<file path="config.mk">
export PLATFORM = sky130hd
export DESIGN_NAME = ehs_resq
export DESIGN_NICKNAME = d
export VERILOG_FILES = /design/src/rtl/core/ehs_pkg.sv /design/src/rtl/core/ehs_resq.sv
export SDC_FILE = /design/constraint.sdc
export NUM_CORES = 1
export LEC_CHECK = 0
export ABC_AREA = 1
export BUFFER_PORTS_ARGS = -buffer_cell sky130_fd_sc_hd__buf_2
export CAP_MARGIN = 30
export CORE_MARGIN = 5
export CORE_UTILIZATION = 30
export CTS_CLUSTER_DIAMETER = 80
export CTS_CLUSTER_SIZE = 40
export DETAILED_ROUTE_END_ITERATION = 8
export GPL_TIMING_DRIVEN = 0
export PLACE_DENSITY = 0.47
export SYNTH_ARGS = -nofsm -noshare
export SYNTH_HDL_FRONTEND = slang
export SYNTH_SLANG_ARGS = --single-unit
</file>
<file path="constraint.sdc">
create_clock -name clk -period 6.2 [get_ports clk]
set_input_delay 0.31 -clock clk [delete_from_list [all_inputs] [get_ports clk]]
set_output_delay 0.31 -clock clk [all_outputs]
set_load 0.005 [all_outputs]
</file>
<file path="src/rtl/core/ehs_pkg.sv">
// ----------------------------------------------------------------------------
// ehs_pkg
// shared constants, codes and types of the exposure histogram block
// ----------------------------------------------------------------------------
package ehs_pkg;

    localparam int PIX_W      = 8;
    localparam int PIXELS     = 4;
    localparam int PIX_IDX_W  = 2;
    localparam int HIT_W      = 3;
    localparam int GROUP_W    = 32;
    localparam int COUNT_W    = 32;
    localparam int BINS       = 256;
    localparam int BIN_W      = 8;
    localparam int OP_W       = 2;
    localparam int CLS_W      = 2;

    localparam int CMDQ_DEPTH = 4;
    localparam int CMDQ_PTR_W = 2;
    localparam int CMDQ_CNT_W = 3;
    localparam int RESQ_DEPTH = 4;
    localparam int RESQ_PTR_W = 2;
    localparam int RESQ_CNT_W = 3;

    localparam int APB_ADDR_W = 3;
    localparam int APB_DATA_W = 32;

    // register index sits in the top bit of paddr
    localparam logic REG_SATURATION_LEVEL = 1'b0;

    localparam logic [OP_W-1:0] OP_ACC   = 2'd0;
    localparam logic [OP_W-1:0] OP_CLEAR = 2'd1;
    localparam logic [OP_W-1:0] OP_READ  = 2'd2;
    localparam logic [OP_W-1:0] OP_NOP   = 2'd3;

    localparam logic [CLS_W-1:0] CLS_NONE    = 2'd0;
    localparam logic [CLS_W-1:0] CLS_FULL    = 2'd1;
    localparam logic [CLS_W-1:0] CLS_PARTIAL = 2'd2;

    localparam logic [PIX_W-1:0]   LEVEL_RST    = 8'hff;
    localparam logic [PIX_W-1:0]   PART_LOW_RST = 8'hff;
    localparam logic [PIX_W-1:0]   PART_HIGH_RST = 8'h00;
    localparam logic [COUNT_W-1:0] GROUP_STEP   = COUNT_W'(PIXELS);

    typedef struct packed {
        logic [OP_W-1:0]    op;
        logic [GROUP_W-1:0] pixels;
        logic [BIN_W-1:0]   bin;
        logic [CLS_W-1:0]   cls;
        logic [PIX_W-1:0]   gmin;
    } cmd_t;

    typedef struct packed {
        logic [COUNT_W-1:0] saturated_total;
        logic [COUNT_W-1:0] near_saturated_total;
        logic [PIX_W-1:0]   partial_min;
        logic [PIX_W-1:0]   partial_max;
        logic [COUNT_W-1:0] pixel_total;
        logic [COUNT_W-1:0] bin_value;
    } result_t;

endpackage

</file>
<file path="src/rtl/core/ehs_resq.sv">
// ----------------------------------------------------------------------------
// ehs_resq
// result queue in front of the result ports, oldest result on the head
// ----------------------------------------------------------------------------
module ehs_resq (
    input  logic                            clk,
    input  logic                            rst_n,
    input  logic                            push,
    input  ehs_pkg::result_t                res,
    input  logic                            pop,
    output logic                            empty,
    output logic [ehs_pkg::RESQ_CNT_W-1:0]  count,
    output ehs_pkg::result_t                head
);

    ehs_pkg::result_t               q_mem_reg [ehs_pkg::RESQ_DEPTH];
    logic [ehs_pkg::RESQ_PTR_W-1:0] wr_ptr_reg, wr_ptr_next;
    logic [ehs_pkg::RESQ_PTR_W-1:0] rd_ptr_reg, rd_ptr_next;
    logic [ehs_pkg::RESQ_CNT_W-1:0] count_reg, count_next;
    logic                           pop_ok;

    assign empty  = (count_reg == '0);
    assign count  = count_reg;
    assign head   = q_mem_reg[rd_ptr_reg];
    assign pop_ok = pop && !empty;

    always_comb
    begin
        wr_ptr_next = push ? wr_ptr_reg + 1'b1 : wr_ptr_reg;
        rd_ptr_next = pop_ok ? rd_ptr_reg + 1'b1 : rd_ptr_reg;
        count_next  = count_reg;
        if (push && !pop_ok)
        begin
            count_next = count_reg + 1'b1;
        end
        else if (pop_ok && !push)
        begin
            count_next = count_reg - 1'b1;
        end
    end

    always_ff @(posedge clk or negedge rst_n)
    begin
        if (!rst_n)
        begin
            wr_ptr_reg <= '0;
            rd_ptr_reg <= '0;
            count_reg  <= '0;
        end
        else
        begin
            wr_ptr_reg <= wr_ptr_next;
            rd_ptr_reg <= rd_ptr_next;
            count_reg  <= count_next;
        end
    end

    always_ff @(posedge clk)
    begin
        if (push)
        begin
            q_mem_reg[wr_ptr_reg] <= res;
        end
    end

endmodule

</file>
==> results by group <==
Floorplanning
  – FP Rows: between 100 and 150
  – Ports: about 300
  – Core footprint: ~77000 um^2
  – DIE WIDTH: just under 300 um
  – Die ar.: 83200 um^2
  – Height of the chip: roughly 290 um
  – Starting Density: 0.301

Clock tree
  – CTS Buf Count: 37
  – CTS max path bufs: 3
  – Clock Latency Late Sink: 0.58 ns
  – Hold-fix buffers at CTS: between 100 and 150
  – TritonCTS clock tree: yes
  – Resized Gates After CTS: 0
  – Post-CTS Setup Inserts: 0
  – CTS HTree Levels: 2
  – Clk pin slew, worst setup/hold paths: roughly 0.10 ns
  – CTS sink count: between 500 and 600
  – Clk root buf: clkbuf_16

Critical path
  – Worst EP arrival: 2.53 ns
  – Biggest fanout along the worst timing path: 10
  – Max stage delay on crit path: 0.42 ns
  – Most used cell, CP: buf_2
  – Setup CP Type: register to output pin
  – Setup crit start kind: register
  – Critical Path RT: between 5 and 6 ns
  – Crit path cell chain: inv_2 -> buf_2 -> buf_2 -> o211ai_1 -> nand2_1 -> buf_2
  – Slowest CP cell: buf_2
  – Worst Setup End Kind: output pin

Worst hold path
  – Hold crit path type: primary input to async pin

Synthesis
  – Mapped Avg Cell Area: between 10 and 15 um^2
  – Syn Inst Count: ~1700
  – Syn nets: between 1500 and 2000
  – Yosys cell types: 19
  – Seq/Total Area, Yosys: 0.751
  – Synth Warn #: 0
  – Synthesized area: 23300 um^2
  – Yosys reg bits: between 500 and 600

Global routing
  – Largest net degree at the start of global routing: 78
  – Global route overflow: 0
  – Initial antenna violation count: 9
  – Total Routing Usage GR: 0.149
  – First-pass GRT wire length: ~94000 um
  – Vias in the first global route: about 15000

Layout
  – Layout area overhead: 24.5%
  – Fill cells: roughly 7400
  – Max reg flops: 576
  – Area of the multi-input gates: 3990 um^2
  – Layout Nets: between 2000 and 2500
  – Register cell area after layout: about 17000 um^2
  – Share of cells above drive strength 1: 0.196
  – Cell Count, Final, Fillers Out: 3289

Drt
  – Via count: 14500
  – DR pass1 iterations: 5
  – Wire per inst: between 15 and 20 um
  – DR vias/cell: roughly 4.4
  – DRT Wirelength: roughly 63000 um
  – Antenna-violating nets left: 0
  – Initial detailed-routing violation count: 828
  – DRC: 0

Placed design
  – Place WS: slightly below 4 ns
  – Inst Count DP: slightly above 3000
  – DP Wirelength: 38300 um
  – # port buffers: around 300
  – Placer Congestion: approximately 0.74

Timing
  – Final setup viols: 0
  – RSZ-0062 raised after global routing: false
  – Worst Skew: between 0.04 and 0.05 ns
  – Final WS setup: 3.36 ns
  – Slew Limit Fails: 0
  – Worst-Margin Slew: between 0.7 and 0.8 ns
  – Period Utilization, post-route: 0.457
  – Min cycle time layout: 2.84 ns
  – Max frequency: 0.353 GHz
  – Count of final hold-check violations: 0
  – Relative slew slack: 0.506

Pwr
  – Leakage: between 10 and 15 nW
  – Power Dens Cells: approximately 450 nW/um^2
  – VDD IR max: between 0.3 and 0.4 mV

Status
  – Status: complete, no violations

Flow run
  – Max cap viols: 0
-- cell usage in the layout, fill, tap and decap left out, types with 6 or more instances in the layout --
master and instances:
buf_2 323, clkbuf_1 25, inv_8 6, inv_1 296, inv_6 6, buf_6 31
nand2_1 452, buf_4 13, edfxtp_1 576, dfrtp_1 7, dlygate4sd3_1 146, clkbuf_16 37
o211ai_1 288
-- critical path: cells and delay by family, from the launching register on --
family | cells | cell delay (ns)
AO/OA/AOI/OAI | 1 | 0.14
buffers and inverters | 4 | 1.25
flip-flops | 1 | 0.41
AND/OR/NAND/NOR | 1 | 0.14
-- where the power goes --
group | internal [W] | total, W | switching, W
Combinational | 0.00163 | 0.00484 | 0.00321
Sequential | 0.00514 | 0.00530 | 0.000157
Clock | 0.00132 | 0.00277 | 0.00145
Total | 0.00809 | 0.0129 | 0.00482
-- cell families (layout without fill, tap and decap cells) --
group,Yosys count,count (layout),synth area share
adder cells (fa/ha/maj),6,6,0.00355
AND/OR/NAND/NOR,457,457,0.0740
other,0,4,0
buffers and inverters,397,908,0.0777
flip-flops,583,583,0.751
XOR/XNOR,2,2,0.000753
AO/OA/AOI/OAI,289,289,0.0931
-- final timing paths --
check	slack, ns	cells after the start	start	endpoint
worst min-delay path	0.08	2	rst_n	count[1]$_DFFE_PN0P_
worst max register to register	3.94	5	wr_ptr_reg[0]$_DFFE_PN0P_	q_mem_reg[0][63]$_DFFE_PP_
worst max-delay path	3.36	6	rd_ptr_reg[1]$_DFFE_PN0P_	head[96]
max in group asynchronous	5.96	2	rst_n	rd_ptr_reg[1]$_DFFE_PN0P_
min in group clk	0.11	3	push	count[0]$_DFFE_PN0P_
worst min register to register	0.53	2	count[2]$_DFFE_PN0P_	count[2]$_DFFE_PN0P_
-- cell type report --
cell class              count  share of cell area
diodes                      4            0.000345
plain buffers              95              0.0232
clock buffers              39              0.0322
clock inverters            27              0.0134
inverters                 302              0.0402
multi-input cells         754               0.138
flip-flops and latches    583               0.603
well taps                1040              0.0449
repair buffers            445               0.105
-- cells in the mapped netlist --
library cell,number,area [um^2]
ha_1,5,62.6
o211ai_1,288,2160
fa_1,1,20.0
nor2_1,1,3.75
inv_2,1,3.75
buf_6,31,349
buf_4,13,97.6
edfxtp_1,576,17300
xnor2_1,1,8.76
nand3_1,3,15.0
dfrtp_1,7,175
buf_2,28,140
nand2_1,452,1700
inv_1,300,1130
o21ai_0,1,5.00
nand4_1,1,6.26
inv_4,1,6.26
xor2_1,1,8.76
clkbuf_1,23,86.3
-- layer usage --
| metal | vias up | global-route usage | part of all wire |
|---|---|---|---|
| met5 | - | 0 | 0.00074 |
| met4 | 8 | 0.0382 | 0.021 |
| met3 | 73 | 0.0264 | 0.051 |
| met2 | 285 | 0.257 | 0.49 |
| met1 | 7122 | 0.196 | 0.43 |
| li1 | 7025 | - | - |
-- metrics by stage --
step | hold WS (ns) | total power (W) | instance area, um^2 | setup TNS [ns] | utilization
after global routing | 0.0531 | 0.0138 | 29000 | 0 | 0.375
final | 0.0755 | 0.0129 | 29000 | 0 | 0.375
after global placement | 0.158 | 0.0105 | 26000 | -472.48 | 0.337
after detailed placement | 0.159 | 0.0103 | 26200 | 0 | 0.339
after CTS | 0.0333 | 0.0132 | 29000 | 0 | 0.375
after floorplan | 0.0144 | 0.00802 | 23300 | 0 | -
No activity file was read; power rests on OpenSTA's default activity.
