File: config.mk
export PLATFORM = sky130hd
export DESIGN_NAME = ehs_front
export DESIGN_NICKNAME = d
export VERILOG_FILES = /design/src/rtl/core/ehs_pkg.sv /design/src/rtl/core/ehs_front.sv
export SDC_FILE = /design/constraint.sdc
export NUM_CORES = 1
export LEC_CHECK = 0
export ABC_AREA = 0
export ABC_CLOCK_PERIOD_IN_PS = 3000
export BUFFER_PORTS_ARGS = -buffer_cell sky130_fd_sc_hd__buf_4
export CORE_AREA = 2 2 143 159
export CTS_BUF_LIST = sky130_fd_sc_hd__clkbuf_8
export DETAILED_ROUTE_END_ITERATION = 7
export DIE_AREA = 0 0 145 161
export MAX_ROUTING_LAYER = met4
export PLACE_DENSITY = 0.75
export SETUP_SLACK_MARGIN = 0.05
export SLEW_MARGIN = 10
export SYNTH_ARGS = -nofsm -noshare
export SYNTH_HDL_FRONTEND = slang
export SYNTH_SLANG_ARGS = --single-unit
File: constraint.sdc
create_clock -name clk -period 3 [get_ports clk]
set_input_delay 0 -clock clk [delete_from_list [all_inputs] [get_ports clk]]
set_output_delay 0 -clock clk [all_outputs]
set_load 0.02 [all_outputs]
File: src/rtl/core/ehs_pkg.sv
// ----------------------------------------------------------------------------
// ehs_pkg
// shared constants, codes and types of the exposure histogram block
// ----------------------------------------------------------------------------
package ehs_pkg;

    localparam int PIX_W      = 8;
    localparam int PIXELS     = 4;
    localparam int PIX_IDX_W  = 2;
    localparam int HIT_W      = 3;
    localparam int GROUP_W    = 32;
    localparam int COUNT_W    = 32;
    localparam int BINS       = 256;
    localparam int BIN_W      = 8;
    localparam int OP_W       = 2;
    localparam int CLS_W      = 2;

    localparam int CMDQ_DEPTH = 4;
    localparam int CMDQ_PTR_W = 2;
    localparam int CMDQ_CNT_W = 3;
    localparam int RESQ_DEPTH = 4;
    localparam int RESQ_PTR_W = 2;
    localparam int RESQ_CNT_W = 3;

    localparam int APB_ADDR_W = 3;
    localparam int APB_DATA_W = 32;

    // register index sits in the top bit of paddr
    localparam logic REG_SATURATION_LEVEL = 1'b0;

    localparam logic [OP_W-1:0] OP_ACC   = 2'd0;
    localparam logic [OP_W-1:0] OP_CLEAR = 2'd1;
    localparam logic [OP_W-1:0] OP_READ  = 2'd2;
    localparam logic [OP_W-1:0] OP_NOP   = 2'd3;

    localparam logic [CLS_W-1:0] CLS_NONE    = 2'd0;
    localparam logic [CLS_W-1:0] CLS_FULL    = 2'd1;
    localparam logic [CLS_W-1:0] CLS_PARTIAL = 2'd2;

    localparam logic [PIX_W-1:0]   LEVEL_RST    = 8'hff;
    localparam logic [PIX_W-1:0]   PART_LOW_RST = 8'hff;
    localparam logic [PIX_W-1:0]   PART_HIGH_RST = 8'h00;
    localparam logic [COUNT_W-1:0] GROUP_STEP   = COUNT_W'(PIXELS);

    typedef struct packed {
        logic [OP_W-1:0]    op;
        logic [GROUP_W-1:0] pixels;
        logic [BIN_W-1:0]   bin;
        logic [CLS_W-1:0]   cls;
        logic [PIX_W-1:0]   gmin;
    } cmd_t;

    typedef struct packed {
        logic [COUNT_W-1:0] saturated_total;
        logic [COUNT_W-1:0] near_saturated_total;
        logic [PIX_W-1:0]   partial_min;
        logic [PIX_W-1:0]   partial_max;
        logic [COUNT_W-1:0] pixel_total;
        logic [COUNT_W-1:0] bin_value;
    } result_t;

endpackage

File: src/rtl/core/ehs_front.sv
// ----------------------------------------------------------------------------
// ehs_front
// accepts requests, classifies pixel groups against the saturation level and
// holds them in a short command queue for the back end
// ----------------------------------------------------------------------------
module ehs_front (
    input  logic                          clk,
    input  logic                          rst_n,
    input  logic [ehs_pkg::PIX_W-1:0]     level,
    input  logic                          push,
    output logic                          full,
    input  logic [ehs_pkg::OP_W-1:0]      operation,
    input  logic [ehs_pkg::GROUP_W-1:0]   pixel_group,
    input  logic [ehs_pkg::BIN_W-1:0]     bin_index,
    input  logic                          cmd_pop,
    output logic                          cmd_empty,
    output ehs_pkg::cmd_t                 cmd
);

    logic [ehs_pkg::PIX_W-1:0]      grp_min;
    logic [ehs_pkg::HIT_W-1:0]      hit_cnt;
    ehs_pkg::cmd_t                  entry;

    ehs_pkg::cmd_t                  q_mem_reg [ehs_pkg::CMDQ_DEPTH];
    logic [ehs_pkg::CMDQ_PTR_W-1:0] wr_ptr_reg, wr_ptr_next;
    logic [ehs_pkg::CMDQ_PTR_W-1:0] rd_ptr_reg, rd_ptr_next;
    logic [ehs_pkg::CMDQ_CNT_W-1:0] count_reg, count_next;
    logic                           push_ok;
    logic                           pop_ok;

    // group minimum and count of saturated pixels
    always_comb
    begin
        grp_min = ehs_pkg::PART_LOW_RST;
        hit_cnt = '0;
        for (int k = 0; k < ehs_pkg::PIXELS; k++)
        begin
            if (pixel_group[k*ehs_pkg::PIX_W +: ehs_pkg::PIX_W] < grp_min)
            begin
                grp_min = pixel_group[k*ehs_pkg::PIX_W +: ehs_pkg::PIX_W];
            end
            if (pixel_group[k*ehs_pkg::PIX_W +: ehs_pkg::PIX_W] >= level)
            begin
                hit_cnt = hit_cnt + 1'b1;
            end
        end
    end

    always_comb
    begin
        entry.op     = operation;
        entry.pixels = pixel_group;
        entry.bin    = bin_index;
        entry.gmin   = grp_min;
        if (hit_cnt == ehs_pkg::HIT_W'(ehs_pkg::PIXELS))
        begin
            entry.cls = ehs_pkg::CLS_FULL;
        end
        else if (hit_cnt != '0)
        begin
            entry.cls = ehs_pkg::CLS_PARTIAL;
        end
        else
        begin
            entry.cls = ehs_pkg::CLS_NONE;
        end
    end

    assign full      = (count_reg == ehs_pkg::CMDQ_CNT_W'(ehs_pkg::CMDQ_DEPTH));
    assign cmd_empty = (count_reg == '0);
    assign push_ok   = push && !full;
    assign pop_ok    = cmd_pop && !cmd_empty;
    assign cmd       = q_mem_reg[rd_ptr_reg];

    always_comb
    begin
        wr_ptr_next = push_ok ? wr_ptr_reg + 1'b1 : wr_ptr_reg;
        rd_ptr_next = pop_ok ? rd_ptr_reg + 1'b1 : rd_ptr_reg;
        count_next  = count_reg;
        if (push_ok && !pop_ok)
        begin
            count_next = count_reg + 1'b1;
        end
        else if (pop_ok && !push_ok)
        begin
            count_next = count_reg - 1'b1;
        end
    end

    always_ff @(posedge clk or negedge rst_n)
    begin
        if (!rst_n)
        begin
            wr_ptr_reg <= '0;
            rd_ptr_reg <= '0;
            count_reg  <= '0;
        end
        else
        begin
            wr_ptr_reg <= wr_ptr_next;
            rd_ptr_reg <= rd_ptr_next;
            count_reg  <= count_next;
        end
    end

    always_ff @(posedge clk)
    begin
        if (push_ok)
        begin
            q_mem_reg[wr_ptr_reg] <= entry;
        end
    end

    a_cmdq_bound: assert property (@(posedge clk) disable iff (!rst_n)
        count_reg <= ehs_pkg::CMDQ_CNT_W'(ehs_pkg::CMDQ_DEPTH))
        else $error("command queue count out of range");

endmodule

==> metrics.md, run 1 <==
| Metric | Value |
|---|---|
| CP arrival | `4.56 ns` |
| Primary FF master, synth | `sky130_fd_sc_hd__edfxtp_1` |
| Initial standard-cell utilization of the core | `0.4460` |
| Number of antenna violations at the first check in global routing | `0` |
| Post-detailed-placement half-perimeter wirelength | `14620 microns` |
| Slew HR | `0.6281` |
| Nets | `952` |
| Worst-path cell with the longest stage delay | `sky130_fd_sc_hd__mux2_4` |
| Result of the run | `finished with violations` |
| Cell depth of the worst min-delay path | `2` |
| Peak fanout along the critical path | `8` |
| Maximum VDD drop | `0.0005745 V` |
| Number of global-route vias before repair | `6872` |
| Startpoint of the worst register-to-register path | `count_reg[2]$_DFFE_PN0P_` |
| Clk_skew | `0.01590 ns` |
| Antenna Nets Post-Route | `0` |
| Count of state elements after synthesis | `215` |
| FF-to-FF setup slack | `0.76 ns` |
| Data required time of the critical path | `3.27 ns` |
| Cell Area, Synth | `9702 sq um` |
| Final min period | `4.294 ns` |
| Count of vias placed by the detailed router | `6202` |
| Remaining global-route overflow | `0` |
| Max-cap viol count | `0` |
| GRT Total Usage | `0.2036` |
| Synth Area per Inst | `17.90 sq um` |
| Most frequent cells after synthesis | `sky130_fd_sc_hd__edfxtp_1, sky130_fd_sc_hd__ha_1, sky130_fd_sc_hd__mux4_2` |
| Fraction of post-synthesis cell area in the top cell type by area | `0.6438` |
| End-of-flow core utilization | `0.6085` |
| DRC violations left | `0` |
| Number of standard-cell rows in the floorplan | `57` |
| Top cells by area in the synthesized netlist | `sky130_fd_sc_hd__edfxtp_1, sky130_fd_sc_hd__mux4_2, sky130_fd_sc_hd__ha_1` |
| Iter 0 DRT Violations | `269` |
| Final Worst Setup Slack | `-1.294 ns` |
| Highest achievable clock rate | `0.2329 GHz` |
| H-Tree Level Count | `2` |
| Number of failing setup endpoints in the final timing report | `32` |
| Number of flops mapped to enable cells by yosys | `208` |
| GPL Wtd Cong | `0.9433` |
| Placeable core region | `21750 sq um` |
| Clock-pin transition on the worst setup and hold timing paths | `0.06 ns` |
| Final hold viol count | `0` |
| Wire length of the first global-routing pass | `36020 microns` |
| Cell with the most instances after synthesis | `sky130_fd_sc_hd__edfxtp_1` |
| Wirelength per Cell | `19.76 microns` |
| Average vias per placed instance | `5.347` |
| Area of the die | `23350 sq um` |
| Number of placed instances, taps included | `1018` |
| Share of synthesized flip-flops with an asynchronous set or reset | `0.03256` |
| Worst hold start | `bin_index[3]` |
| Type of the worst setup path | `primary input to flip-flop` |
| Final wirelength | `22920 microns` |
| Final count of pins violating max slew | `0` |
| Share of final-layout standard cells stronger than drive strength 1 | `0.4416` |
| TritonCTS clock tree | `yes` |
| YS warnings | `0` |
| Cell at the root of the clock tree | `sky130_fd_sc_hd__clkbuf_8` |
| Vertical die dimension | `161 microns` |
| Sink Count | `215` |
| Synthesized Nets | `655` |
| Worst flop-to-flop path endpoint | `count_reg[2]$_DFFE_PN0P_` |
| Worst Reg2Reg Path Length in Cells | `8` |
| Layout area overhead | `36.43%` |
| Pre-CTS WS | `-1.839 ns` |
| Final critical-path share of the clock period | `1.431` |
| Die W | `145 microns` |
| Violated checks | `negative setup slack` |
| Final TNS setup | `-38.78 ns` |
| Pin count of the biggest net entering global routing | `43` |
| Sort of element at the start of the critical path | `primary input` |
| Clock network latency to the later pin of the worst-skew pair | `0.53 ns` |
| Portion of the post-synthesis area used by sequential elements | `0.6619` |
| Diodes inserted | `0` |
| IO buf count | `107` |
| Post-Layout Inst Area | `13240 sq um` |
| Clock buffers created by TritonCTS | `37` |
| Transition time at the pin with the least slew margin | `0.5566 ns` |
| Number of buffers on the longest clock path | `3` |
| Number of flip-flops in the largest register | `208` |
| Post-placement cell area | `11720 sq um` |
| Worst min-delay path class | `primary input to flip-flop` |
| Post-synthesis instance total | `542` |
| Hold endpoint | `q_mem_reg[3][13]$_DFFE_PP_` |
| RSZ-0062 raised after global routing | `yes` |
| Non-filler cells in the finished layout | `1160` |
| Leakage dissipation | `0.005054 uW` |
| Count of TritonRoute iterations in the first routing pass | `6` |
| Top-level I/O count | `108` |
| Largest stage delay on the critical path | `0.33 ns` |
| Critical path capture point type | `flip-flop` |
| Power per unit of standard cell area | `844.6 nW/um^2` |
| Largest area contributor in the netlist | `sky130_fd_sc_hd__edfxtp_1` |
| Count of cell types in the netlist | `57` |
==> layout make-up <==
cell class | instances | area (sq um)
Clock inverter | 28 | 135.1
Sequential cell | 215 | 6426
Tap cell | 295 | 369.1
Timing Repair Buffer | 271 | 2282
Multi-Input combinational cell | 293 | 3413
Inverter | 21 | 101.3
Fill cell | 1578 | 8516
Clock buffer | 37 | 509.2
==> worst max-delay path: cells and delay by family <==
family / cells / cell delay [ns]
simple gates: 7 / 0.86
compound gates: 12 / 2.30
buf+inv: 3 / 0.28
mux: 1 / 0.33
fa+ha+maj: 3 / 0.78
==> cells by family after synthesis <==
logic type | synth area share
flip-flops | 0.6619
AND/OR/NAND/NOR | 0.04062
buffers and inverters | 0.01354
multiplexers | 0.1260
AO/OA/AOI/OAI | 0.07390
adder cells (fa/ha/maj) | 0.07686
XOR/XNOR | 0.007221
==> power breakdown <==
| group | switching [uW] | total, uW | leakage, uW | internal, uW |
|---|---|---|---|---|
| registers | 275 | 4330 | 0.00199 | 4050 |
| clock network | 1140 | 2310 | 0.000356 | 1170 |
| logic | 2350 | 4540 | 0.00271 | 2190 |
| total | 3770 | 11200 | 0.00505 | 7410 |
==> placed cells by master (no fill, tap or decap), drive strengths merged, types with 5 or more instances in the layout <==
| cell | n |
|---|---|
| or2 | 8 |
| clkinv | 17 |
| o21ai | 12 |
| nor2 | 20 |
| clkbuf | 37 |
| buf | 225 |
| a21oi | 27 |
| nand2 | 7 |
| ha | 58 |
| a21o | 11 |
| inv | 30 |
| edfxtp | 208 |
| a21boi | 6 |
| nand3 | 5 |
| o31ai | 6 |
| dfrtp | 7 |
| o211ai | 9 |
| dlygate4sd3 | 46 |
| nand2b | 7 |
| mux4 | 52 |
| and2 | 6 |
==> stage by stage <==
step / hold slack, ns / total power [uW]
2_1_floorplan: -0.2956 / 6930
3_3_place_gp: -0.1866 / 8590
3_5_place_dp: -0.1832 / 8755
4_1_cts: 0.2046 / 11230
5_1_grt: 0.2147 / 11730
6_report: 0.2225 / 11180
==> worst max-delay path by stage <==
stage,start,to,slack [ns],cells after the start
6_report,pixel_group[7],q_mem_reg[1][0]$_DFFE_PP_,-1.29,26
5_1_grt,pixel_group[3],q_mem_reg[1][0]$_DFFE_PP_,-1.42,26
4_1_cts,pixel_group[6],q_mem_reg[3][0]$_DFFE_PP_,-1.15,25
3_5_place_dp,pixel_group[7],q_mem_reg[3][0]$_DFFE_PP_,-1.84,25
3_3_place_gp,pixel_group[7],q_mem_reg[0][0]$_DFFE_PP_,-1.66,25
2_1_floorplan,pixel_group[7],q_mem_reg[0][0]$_DFFE_PP_,-1.60,25
==> metal layers <==
| metal | routed length (microns) | global-route usage |
|---|---|---|
| met1 | 9254 | 0.2427 |
| met2 | 11970 | 0.3515 |
| met3 | 1113 | 0.03672 |
| met4 | 583 | 0.07111 |
| met5 | 0 | - |
==> what timing repair did <==
action                                 CTS  global route
resized for setup                       24            20
gates cloned                             1             0
buffers inserted                        25             6
setup endpoints to repair               36            40
pin swaps                               28            19
hold buffers                            46             0
endpoints found under the hold margin  187             0
No activity file was read; power rests on OpenSTA's default activity.
==> run 2, diff against run 1 <==
- CORE_AREA: 2 2 143 159 -> 2 2 114 200
- DIE_AREA: 0 0 145 161 -> 0 0 116 202
- PLACE_DENSITY: 0.75 -> 0.74
- REMOVE_ABC_BUFFERS: not set -> 1
==> metrics.md, run 2 (synthesis gave the netlist of run 1 again) <==
| Metric | Value |
|---|---|
| Result of the run | `finished with violations` |
| Violated checks | `negative setup slack` |
| Clock network latency to the later pin of the worst-skew pair | `0.59 ns` |
| Pin count of the biggest net entering global routing | `32` |
| Type of the worst setup path | `primary input to flip-flop` |
| Nets | `1002` |
| Max-cap viol count | `0` |
| Slew HR | `0.5156` |
| RSZ-0062 raised after global routing | `yes` |
| CP arrival | `4.86 ns` |
| Critical path capture point type | `flip-flop` |
| Hold endpoint | `q_mem_reg[2][15]$_DFFE_PP_` |
| Average vias per placed instance | `5.442` |
| Leakage dissipation | `0.005330 uW` |
| Number of failing setup endpoints in the final timing report | `32` |
| Number of antenna violations at the first check in global routing | `0` |
| Area of the die | `23430 sq um` |
| Cell at the root of the clock tree | `sky130_fd_sc_hd__clkbuf_8` |
| Wirelength per Cell | `21.53 microns` |
| Share of final-layout standard cells stronger than drive strength 1 | `0.4885` |
| Transition time at the pin with the least slew margin | `0.7265 ns` |
| Startpoint of the worst register-to-register path | `count_reg[2]$_DFFE_PN0P_` |
| Most used cells in the layout excluding fill and tap cells | `sky130_fd_sc_hd__buf_4, sky130_fd_sc_hd__edfxtp_1, sky130_fd_sc_hd__mux4_2` |
| Number of standard-cell rows in the floorplan | `72` |
| Power per unit of standard cell area | `835.8 nW/um^2` |
| Data required time of the critical path | `3.40 ns` |
| Diodes inserted | `0` |
| Cell depth of the worst min-delay path | `2` |
| Sort of element at the start of the critical path | `primary input` |
| Sink Count | `215` |
| Cell occurring most often along the worst timing path | `sky130_fd_sc_hd__buf_4` |
| Worst hold start | `bin_index[5]` |
| GRT Total Usage | `0.2298` |
| Peak fanout along the critical path | `7` |
| Post-Layout Inst Area | `13740 sq um` |
| Antenna Nets Post-Route | `0` |
| Final TNS setup | `-44.81 ns` |
| Final min period | `4.458 ns` |
| Worst-path cell with the longest stage delay | `sky130_fd_sc_hd__a311oi_4` |
| DRC violations left | `0` |
| Final hold viol count | `0` |
| Highest achievable clock rate | `0.2243 GHz` |
| Fill cell count | `1554` |
| Number of buffers on the longest clock path | `3` |
| Layout area overhead | `41.67%` |
| Number of global-route vias before repair | `7192` |
| Die W | `116 microns` |
| Iter 0 DRT Violations | `314` |
| Clock-pin transition on the worst setup and hold timing paths | `0.07 ns` |
| Largest stage delay on the critical path | `0.34 ns` |
| GPL Wtd Cong | `0.8792` |
| Post-placement cell area | `11750 sq um` |
| Count of vias placed by the detailed router | `6569` |
| Final Worst Setup Slack | `-1.458 ns` |
| Number of flip-flops in the largest register | `208` |
| H-Tree Level Count | `1` |
| Final wirelength | `25980 microns` |
| Multi-input gate area in the final layout | `3510 sq um` |
| Initial standard-cell utilization of the core | `0.4450` |
| IO buf count | `107` |
| Top-level I/O count | `108` |
| Wire length of the first global-routing pass | `38980 microns` |
| Pre-CTS WS | `-2.160 ns` |
| Clk_skew | `0.02116 ns` |
| Count of TritonRoute iterations in the first routing pass | `4` |
| Bufs and invs on worst path | `9` |
| Worst Reg2Reg Path Length in Cells | `4` |
| Final critical-path share of the clock period | `1.486` |
| Cell family with the largest share of critical-path delay | `compound AO/OA/AOI/OAI gates` |
| Placeable core region | `21800 sq um` |
| Total area of sequential cells | `6426 sq um` |
| Post-detailed-placement half-perimeter wirelength | `16150 microns` |
| TritonCTS clock tree | `yes` |
| Vertical die dimension | `202 microns` |
| Leading cell type in the layout, fill and taps excluded | `sky130_fd_sc_hd__buf_4` |
| Worst min-delay path class | `primary input to flip-flop` |
| Final count of pins violating max slew | `0` |
| FF-to-FF setup slack | `0.74 ns` |
| Maximum VDD drop | `0.0007732 V` |
| Remaining global-route overflow | `0` |
| Worst flop-to-flop path endpoint | `q_mem_reg[0][14]$_DFFE_PP_` |
| Clock buffers created by TritonCTS | `30` |
## run 2: cell count changes in the layout (fill, tap and decap cells not counted), sizes merged
cell and change:
buf +57, clkinv -8, clkbuf -2, clkinvlp -1
## run 2: power by group
part / switching (uW) / internal, uW / total, uW
sequential: 378 / 4050 / 4430
combinational: 2450 / 2490 / 4940
clock: 1060 / 1060 / 2120
## run 2: what timing repair did
action / 4_1_cts / 5_1_grt
gates resized for setup: 65 / 31
setup buffers: 66 / 9
pin swaps: 42 / 39
cloned: 1 / 0
hold buffers: 46 / 0
setup endpoints to repair: 40 / 40
endpoints found under the hold margin: 212 / 0
## run 2: cell type report
| type | count | share of cell area |
|---|---|---|
| inverter | 21 | 0.006463 |
| multi-input combinational | 293 | 0.2553 |
| clock buffer | 35 | 0.03505 |
| sequential | 215 | 0.4675 |
| timing repair buffer | 328 | 0.2027 |
| tap | 296 | 0.02695 |
| clock inverter | 19 | 0.005917 |
## run 2: worst max path at each step
| stage | start | to | cells past startpoint |
|---|---|---|---|
| detailed placement | pixel_group[7] | q_mem_reg[2][0]$_DFFE_PP_ | 23 |
| CTS | pixel_group[6] | q_mem_reg[0][0]$_DFFE_PP_ | 24 |
| floorplan | pixel_group[5] | q_mem_reg[0][0]$_DFFE_PP_ | 23 |
| finish | pixel_group[7] | q_mem_reg[2][4]$_DFFE_PP_ | 29 |
| global route | pixel_group[7] | q_mem_reg[2][4]$_DFFE_PP_ | 29 |
| global placement | pixel_group[7] | q_mem_reg[0][0]$_DFFE_PP_ | 23 |
## run 2: routing by layer
layer	vias up	track usage	wire [microns]
met5	-	-	0
met4	0	0.1135	1467
met3	108	0.03118	930
met2	204	0.4254	14780
met1	3338	0.2297	8810
li1	2919	-	-
## run 2: through the flow
stage / power (uW) / hold slack [ns] / instances / util
final: 11490 / 0.1579 / 1207 / 0.6305
after global routing: 11980 / 0.1646 / 1207 / 0.6305
after CTS: 11320 / 0.1424 / 1199 / 0.6202
after detailed placement: 8802 / -0.1798 / 1036 / 0.5388
after global placement: 8639 / -0.1862 / 1036 / 0.5388
after floorplan: 6859 / -0.2956 / 528 / -
==> run 3, diff against run 2 <==
- CORE_AREA: 2 2 114 200 -> 2 2 109 190
- DIE_AREA: 0 0 116 202 -> 0 0 111 192
- PLACE_DENSITY: 0.74 -> 0.8
==> metrics.md, run 3 (synthesis gave the netlist of run 1 again) <==
| Metric | Value |
|---|---|
| Violated checks | `negative setup slack` |
| CP arrival | `4.38 ns` |
| Number of standard-cell rows in the floorplan | `68` |
| Sort of element at the start of the critical path | `primary input` |
| Critical path capture point type | `flip-flop` |
| Cell occurring most often along the worst timing path | `sky130_fd_sc_hd__a21oi_2` |
| H-Tree Level Count | `1` |
| Bufs and invs on worst path | `2` |
| Antenna Nets Post-Route | `0` |
| Largest stage delay on the critical path | `0.37 ns` |
| Wirelength per Cell | `21.20 microns` |
| Remaining global-route overflow | `0` |
| Transition time at the pin with the least slew margin | `0.6787 ns` |
| Nets | `932` |
| Slew HR | `0.5475` |
| Most used cells in the layout excluding fill and tap cells | `sky130_fd_sc_hd__edfxtp_1, sky130_fd_sc_hd__buf_4, sky130_fd_sc_hd__mux4_2` |
| Clock network latency to the later pin of the worst-skew pair | `0.56 ns` |
| Final Worst Setup Slack | `-1.086 ns` |
| IO buf count | `107` |
| Count of vias placed by the detailed router | `6065` |
| Layout area overhead | `35.50%` |
| Number of antenna violations at the first check in global routing | `0` |
| TritonCTS clock tree | `yes` |
| Final hold viol count | `0` |
| Post-detailed-placement half-perimeter wirelength | `15510 microns` |
| Clk_skew | `0.01337 ns` |
| Data required time of the critical path | `3.29 ns` |
| Cell at the root of the clock tree | `sky130_fd_sc_hd__clkbuf_8` |
| Maximum VDD drop | `0.0006652 V` |
| GRT Total Usage | `0.2223` |
| Highest achievable clock rate | `0.2447 GHz` |
| Final min period | `4.086 ns` |
| GPL Wtd Cong | `0.8667` |
| DRC violations left | `0` |
| Worst min-delay path class | `primary input to flip-flop` |
| Worst-path cell with the longest stage delay | `sky130_fd_sc_hd__a311oi_4` |
| Clock buffers created by TritonCTS | `29` |
| Final critical-path share of the clock period | `1.362` |
| Peak fanout along the critical path | `5` |
| Area of the die | `21310 sq um` |
| Final count of pins violating max slew | `0` |
| Crit path cell chain | `buf_4, nor2b_4, or2_1, a311oi_4, nor2_4, nor2_2, a21oi_2, ha_1, a21oi_1, o21a_1, a21oi_2, buf_4, nor2_4, a31oi_4, a21oi_2, or2_1, ha_4, a21o_1, a211o_1, a31o_2, nor3b_4, o311ai_4, o21a_4, mux2_4` |
| Vertical die dimension | `192 microns` |
| Placeable core region | `19650 sq um` |
| Wire length of the first global-routing pass | `35720 microns` |
| Initial standard-cell utilization of the core | `0.4936` |
| Top-level I/O count | `108` |
| Pre-CTS WS | `-1.973 ns` |
| Max-cap viol count | `0` |
| RSZ-0062 raised after global routing | `yes` |
| FF-to-FF setup slack | `0.74 ns` |
| Number of global-route vias before repair | `6836` |
| Leading cell type in the layout, fill and taps excluded | `sky130_fd_sc_hd__edfxtp_1` |
| Result of the run | `finished with violations` |
| Final wirelength | `23050 microns` |
| Die W | `111 microns` |
| Type of the worst setup path | `primary input to flip-flop` |
| Cell family with the largest share of critical-path delay | `compound AO/OA/AOI/OAI gates` |
| Count of TritonRoute iterations in the first routing pass | `4` |
| Fin Hold WS | `0.1969 ns` |
| Pin count of the biggest net entering global routing | `42` |
| Clock-pin transition on the worst setup and hold timing paths | `0.07 ns` |
| Leakage dissipation | `0.004994 uW` |
| Iter 0 DRT Violations | `322` |
| Sink Count | `215` |
| Number of buffers on the longest clock path | `3` |
| Share of final-layout standard cells stronger than drive strength 1 | `0.4466` |
| Power per unit of standard cell area | `865.8 nW/um^2` |
| Number of failing setup endpoints in the final timing report | `32` |
| Number of flip-flops in the largest register | `208` |
| Fill cell count | `1307` |
| Average vias per placed instance | `5.580` |
| Diodes inserted | `0` |
[run 3: cell types whose count changed in the layout (fill, tap and decap cells not counted), sizes merged]
cell / change
inv: -5
clkbuf: -3
bufinv: +5
buf: -69
clkinvlp: +3
[run 3: layout make-up]
class / count / area [sq um] / area share
repair buffers: 259 / 2176 / 0.1655
clock inverters: 22 / 239.0 / 0.01818
clock buffers: 32 / 440.4 / 0.03350
inverters: 21 / 88.84 / 0.006757
well taps: 245 / 306.5 / 0.02332
multi-input cells: 293 / 3470 / 0.2639
flip-flops and latches: 215 / 6426 / 0.4888
[run 3: what timing repair did]
item                       4_1_cts  5_1_grt
pin swaps                       26       29
hold buffers                    46        0
hold endpoints to repair       212        0
resized for setup               59       24
gates cloned                     1        0
setup endpoints to repair       40       40
setup buffers                   11        5
[run 3: path summary, 6_finish.rpt]
path,from,cells after the start,end
min,bin_index[3],2,q_mem_reg[0][13]$_DFFE_PP_
max,pixel_group[0],24,q_mem_reg[1][0]$_DFFE_PP_
min reg2reg,count_reg[2]$_DFFE_PN0P_,1,count_reg[2]$_DFFE_PN0P_
max reg2reg,count_reg[2]$_DFFE_PN0P_,4,q_mem_reg[3][34]$_DFFE_PP_
max in group asynchronous,rst_n,3,rd_ptr_reg[0]$_DFFE_PN0P_
min in group asynchronous,rst_n,3,count_reg[1]$_DFFE_PN0P_
[run 3: power breakdown]
part	switching (uW)	internal, uW
logic	2300	2180
clock network	1080	1430
registers	340	4050
[run 3: stage by stage]
step	std cells	total power [uW]	TNS [ns]	utilization	area (sq um)
after detailed placement	979	8722	-67.75	0.5896	11590
after global routing	1087	11890	-42.73	0.6689	13150
after CTS	1085	11410	-34.00	0.6625	13020
final	1087	11380	-33.11	0.6689	13150
after floorplan	528	6859	-53.27	-	9649
after global placement	979	8549	-61.86	0.5896	11590
[run 3: metal layers]
metal	up-vias	wire, microns	GRT usage
li1	2773	-	-
met1	3055	7996	0.2252
met2	170	13180	0.4254
met3	67	880	0.02651
met4	0	992	0.1005
met5	-	0	-
